File: src/hw/rtl/wsvf_pkg.sv
// ----------------------------------------------------------------------------
// wsvf_pkg
// Shared types and constants of the wall slip value fraction core.
// ----------------------------------------------------------------------------
package wsvf_pkg;

  localparam int unsigned NumRegs  = 4;
  localparam int unsigned CfgIdxW  = 2;
  localparam int unsigned CfgDataW = 32;

  typedef enum logic [CfgIdxW-1:0] {
    REG_SLIP_THRESHOLD    = 2'd0,
    REG_SATURATION_STRESS = 2'd1,
    REG_ACTIVATION_MAX    = 2'd2,
    REG_CELL_SIZE         = 2'd3
  } reg_idx_e;

  localparam logic [30:0] ThresholdReset  = 31'd16777;
  localparam logic [30:0] SaturationReset = 31'd18455;
  localparam logic [16:0] ActMaxReset     = 17'd65536;
  localparam logic [31:0] CellSizeReset   = 32'd429497;
  localparam logic [16:0] OneQ16          = 17'd65536;

  // Register file contents handed to the datapath
  typedef struct packed {
    logic [30:0] slip_threshold;
    logic [30:0] saturation_stress;
    logic [16:0] activation_max;
    logic [31:0] cell_size;
  } cfg_t;

endpackage

File: src/hw/rtl/wsvf_div_stage.sv
// ----------------------------------------------------------------------------
// wsvf_div_stage
// One pipelined restoring-division step: one quotient bit per stage.
// ----------------------------------------------------------------------------
module wsvf_div_stage import wsvf_pkg::*; #(
  parameter int unsigned RemW = 50,
  parameter int unsigned DenW = 49
) (
  input  logic            clk_i,
  input  logic            en_i,
  input  logic [RemW-1:0] rem_i,
  input  logic [DenW-1:0] den_i,
  input  logic            num_bit_i,
  output logic [RemW-1:0] rem_o,
  output logic            q_bit_o
);

  logic [RemW:0]   shifted;
  logic [RemW:0]   diff;
  logic [RemW-1:0] rem_d, rem_q;
  logic            q_d, q_q;

  // shift in next numerator bit, try subtract
  always_comb begin
    shifted = {rem_i, num_bit_i};
    diff    = shifted - {{(RemW+1-DenW){1'b0}}, den_i};
    if (shifted >= {{(RemW+1-DenW){1'b0}}, den_i}) begin
      rem_d = diff[RemW-1:0];
      q_d   = 1'b1;
    end else begin
      rem_d = shifted[RemW-1:0];
      q_d   = 1'b0;
    end
  end

  always_ff @(posedge clk_i) begin
    if (en_i) begin
      rem_q <= rem_d;
      q_q   <= q_d;
    end
  end

  assign rem_o   = rem_q;
  assign q_bit_o = q_q;

endmodule

File: config.mk
export PLATFORM = sky130hd
export DESIGN_NAME = wsvf_div_stage
export DESIGN_NICKNAME = d
export VERILOG_FILES = /design/src/hw/rtl/wsvf_pkg.sv /design/src/hw/rtl/wsvf_div_stage.sv
export SDC_FILE = /design/constraint.sdc
export NUM_CORES = 1
export LEC_CHECK = 0
export ABC_AREA = 0
export BUFFER_PORTS_ARGS = -buffer_cell sky130_fd_sc_hd__buf_2
export CAP_MARGIN = 20
export CORE_UTILIZATION = 55
export DETAILED_ROUTE_END_ITERATION = 8
export PLACE_DENSITY = 0.82
export SETUP_SLACK_MARGIN = 0.5
export SYNTH_ARGS = -nofsm -noshare
export SYNTH_HDL_FRONTEND = slang
export SYNTH_SLANG_ARGS = --single-unit
export TNS_END_PERCENT = 100
File: constraint.sdc
create_clock -name clk_i -period 6.7 [get_ports clk_i]
set_input_delay 1.34 -clock clk_i [delete_from_list [all_inputs] [get_ports clk_i]]
set_output_delay 1.34 -clock clk_i [all_outputs]
set_load 0.005 [all_outputs]
==> flow_summary.ini <==
[run_status]
outcome = completed

[layout]
layout.nets = 957
syn_to_final_growth_pct = 17.13
antenna_cells = 0
drive_above_1_share_pct = 23.70
fill_cells = 770
postLayoutCoreUtil_pct = 67.31
final_common_cell = buf_2
final_cell_mix = 152 x buf_2, 96 x a21oi_1, 72 x nor2_1

[die]
die_h_um = 100.7
start_util_pct = 57.46
num_rows = 35
dieArea_sq_mm = 0.01014
die_x_um = 100.7
core_area_sq_mm = 0.009328
num_io_pins = 153

[setup_path]
crit_top_cell = o21a_1
arrival_ns = 4.42
cp-start-kind = primary input
critPathSlowestCell = inv_2
critPathMaxFanout = 41
crit_buf_inv = 3
cpLargestDelayFamily = compound AO/OA/AOI/OAI gates
crit_type = primary input to register
critPathMaxStageDelay_ns = 0.53
cp.required_ns = 6.75
path_cells = buf_2 -> ha_1 -> and4_1 -> o21ai_1 -> a31oi_1 -> o21a_1 -> o21a_1 -> a21o_1 -> o21ai_2 -> inv_2 -> buf_4 -> a21oi_1
crit_path_end_kind = register

[synth]
synth_warnings = 0
synth_area_leaders = edfxtp_1 29%, ha_1 11%, a21oi_1 9.0%
yosysTopAreaCell = edfxtp_1
synth_cells = 670
ys.flop_type = edfxtp_1
syn_nets = 822
ys_seq_area_share_pct = 28.57
synth-async-reset-ratio_pct = 0
synth_seq_cells = 51
netlist.area_leader.share_pct = 28.57
synth_cell_types = 60
synth_edf_count = 51
synth.avg_cell_area_sq_um = 8.000
syn_area_sq_mm = 0.005360

[placed_design]
post-place-ws_ns = 2.034
gp_congestion = 0.9108
place_hpwl_mm = 11.17
port_buffers = 152

[pwr]
power.leakage_uw = 0.002905
p_sw_uw = 418.1
clockPowerShare_pct = 19.8
p_sw_share_pct = 35.87
internal_power_uw = 747.6
comb_power_share_pct = 42.7
p_seq_share_pct = 37.5
powerDensity_mw_per_mm2 = 185.7
ir_drop_mv = 0.1092

[global_route]
antenna_found_initial = 0
grt_overflow = 0
gr-usage-all-layers_pct = 27.96
grt_pass1_wl_mm = 22.74
grt_pass1_vias = 5012
grt_max_degree = 52

[sta]
worst_slack_ns = 2.322
period_needed_ns = 4.378
tightestPinTransition_ns = 0.6903
final_hold_viol_count = 0
rsz0062_at_grt = no
slew-limit-headroom_pct = 53.91
report.final.slew_viol_count = 0
finalCritPeriodShare_pct = 65.34
setup_viol = 0
max_freq_mhz = 228.4
fin_setup_tns_ns = 0

[job]
maxCapViolCount = 0

[detailed_routing]
drt_wl_total_mm = 14.08
vias = 5317
drt_iter0_drc = 277
drtAntennaViolNets = 0
drc = 0
drtPass1Iterations = 5
via_per_inst = 5.687
routedWlPerCell_um = 15.06

[clocking]
cts_sinks = 51
holdBufCountCts = 0
cts_tree = built
cts_buffers = 5
cts_setup_buffers = 0
root_buffer = clkbuf_8
htree_levels = 2
clk_pin_slew_worst_paths_ns = 0.11
clockBufferDepth = 2
cts_resized = 0

[min_path]
min_path_type = primary input to register
-- worst paths after layout --
check / from / to / slack [ns] / depth (start not counted)
worst max-delay path: rem_i[9] / rem_o[24] / 2.32 / 12
worst min-delay path: rem_i[44] / rem_o[45] / 1.31 / 3
-- flip-flops by register name (all words and copies together), names as in the netlist --
register,flops
q_bit_o,1
rem_o,50
-- metrics by stage --
step / hold slack, ns / instances / instance area, sq um / total power [uW]
after detailed placement: 1.634 / 926 / 6143 / 933.9
after global routing: 1.311 / 935 / 6279 / 1239
final: 1.308 / 935 / 6279 / 1166
after CTS: 1.306 / 934 / 6259 / 1166
after floorplan: 1.453 / 670 / 5360 / 776.1
after global placement: 1.629 / 926 / 6143 / 921.9
-- synthesized netlist by cell type, drive strengths merged (7+ instances only) --
library cell / number
xnor2: 19
o21bai: 13
a21oi: 100
ha: 49
o21a: 12
inv: 69
buf: 21
nor3: 16
edfxtp: 51
o211ai: 8
nor2: 73
nand2: 66
nand3: 10
nand4: 17
xor2: 21
a21o: 16
a211oi: 7
o21ai: 40
-- final cells by class --
cell class                      instances  area [sq um]  area share [%]
Multi-Input combinational cell        523          3416           54.40
Sequential cell                        51          1531           24.39
Timing Repair Buffer                  155         795.8           12.67
Inverter                               69         259.0           4.125
Tap cell                              129         161.4           2.571
Clock buffer                            5         68.82           1.096
Clock inverter                          3         46.29          0.7373
-- power groups by stage --
stage | registers (uW) | logic, uW | clock network (uW)
floorplan | 454 | 322 | 0
detailed placement | 446 | 488 | 0
global route | 443 | 551 | 245
global placement | 444 | 478 | 0
CTS | 439 | 492 | 235
finish | 438 | 497 | 231
-- kinds of logic after synthesis --
family	count (synthesis)	synth area share [%]
compound gates	222	26.47
xor+xnor	40	6.536
fa+ha+maj	50	11.81
buf+inv	96	7.703
flops	51	28.57
mux	2	0.3968
simple gates	209	18.51
-- layer usage --
layer	GRT usage (%)	up-vias	routed length, um
met2	48.63	217	6611
li1	-	2664	-
met5	0	-	0
met1	36.84	2416	6326
met3	3.190	20	914
met4	7.581	0	227
Power figures use the tool's default switching activity.
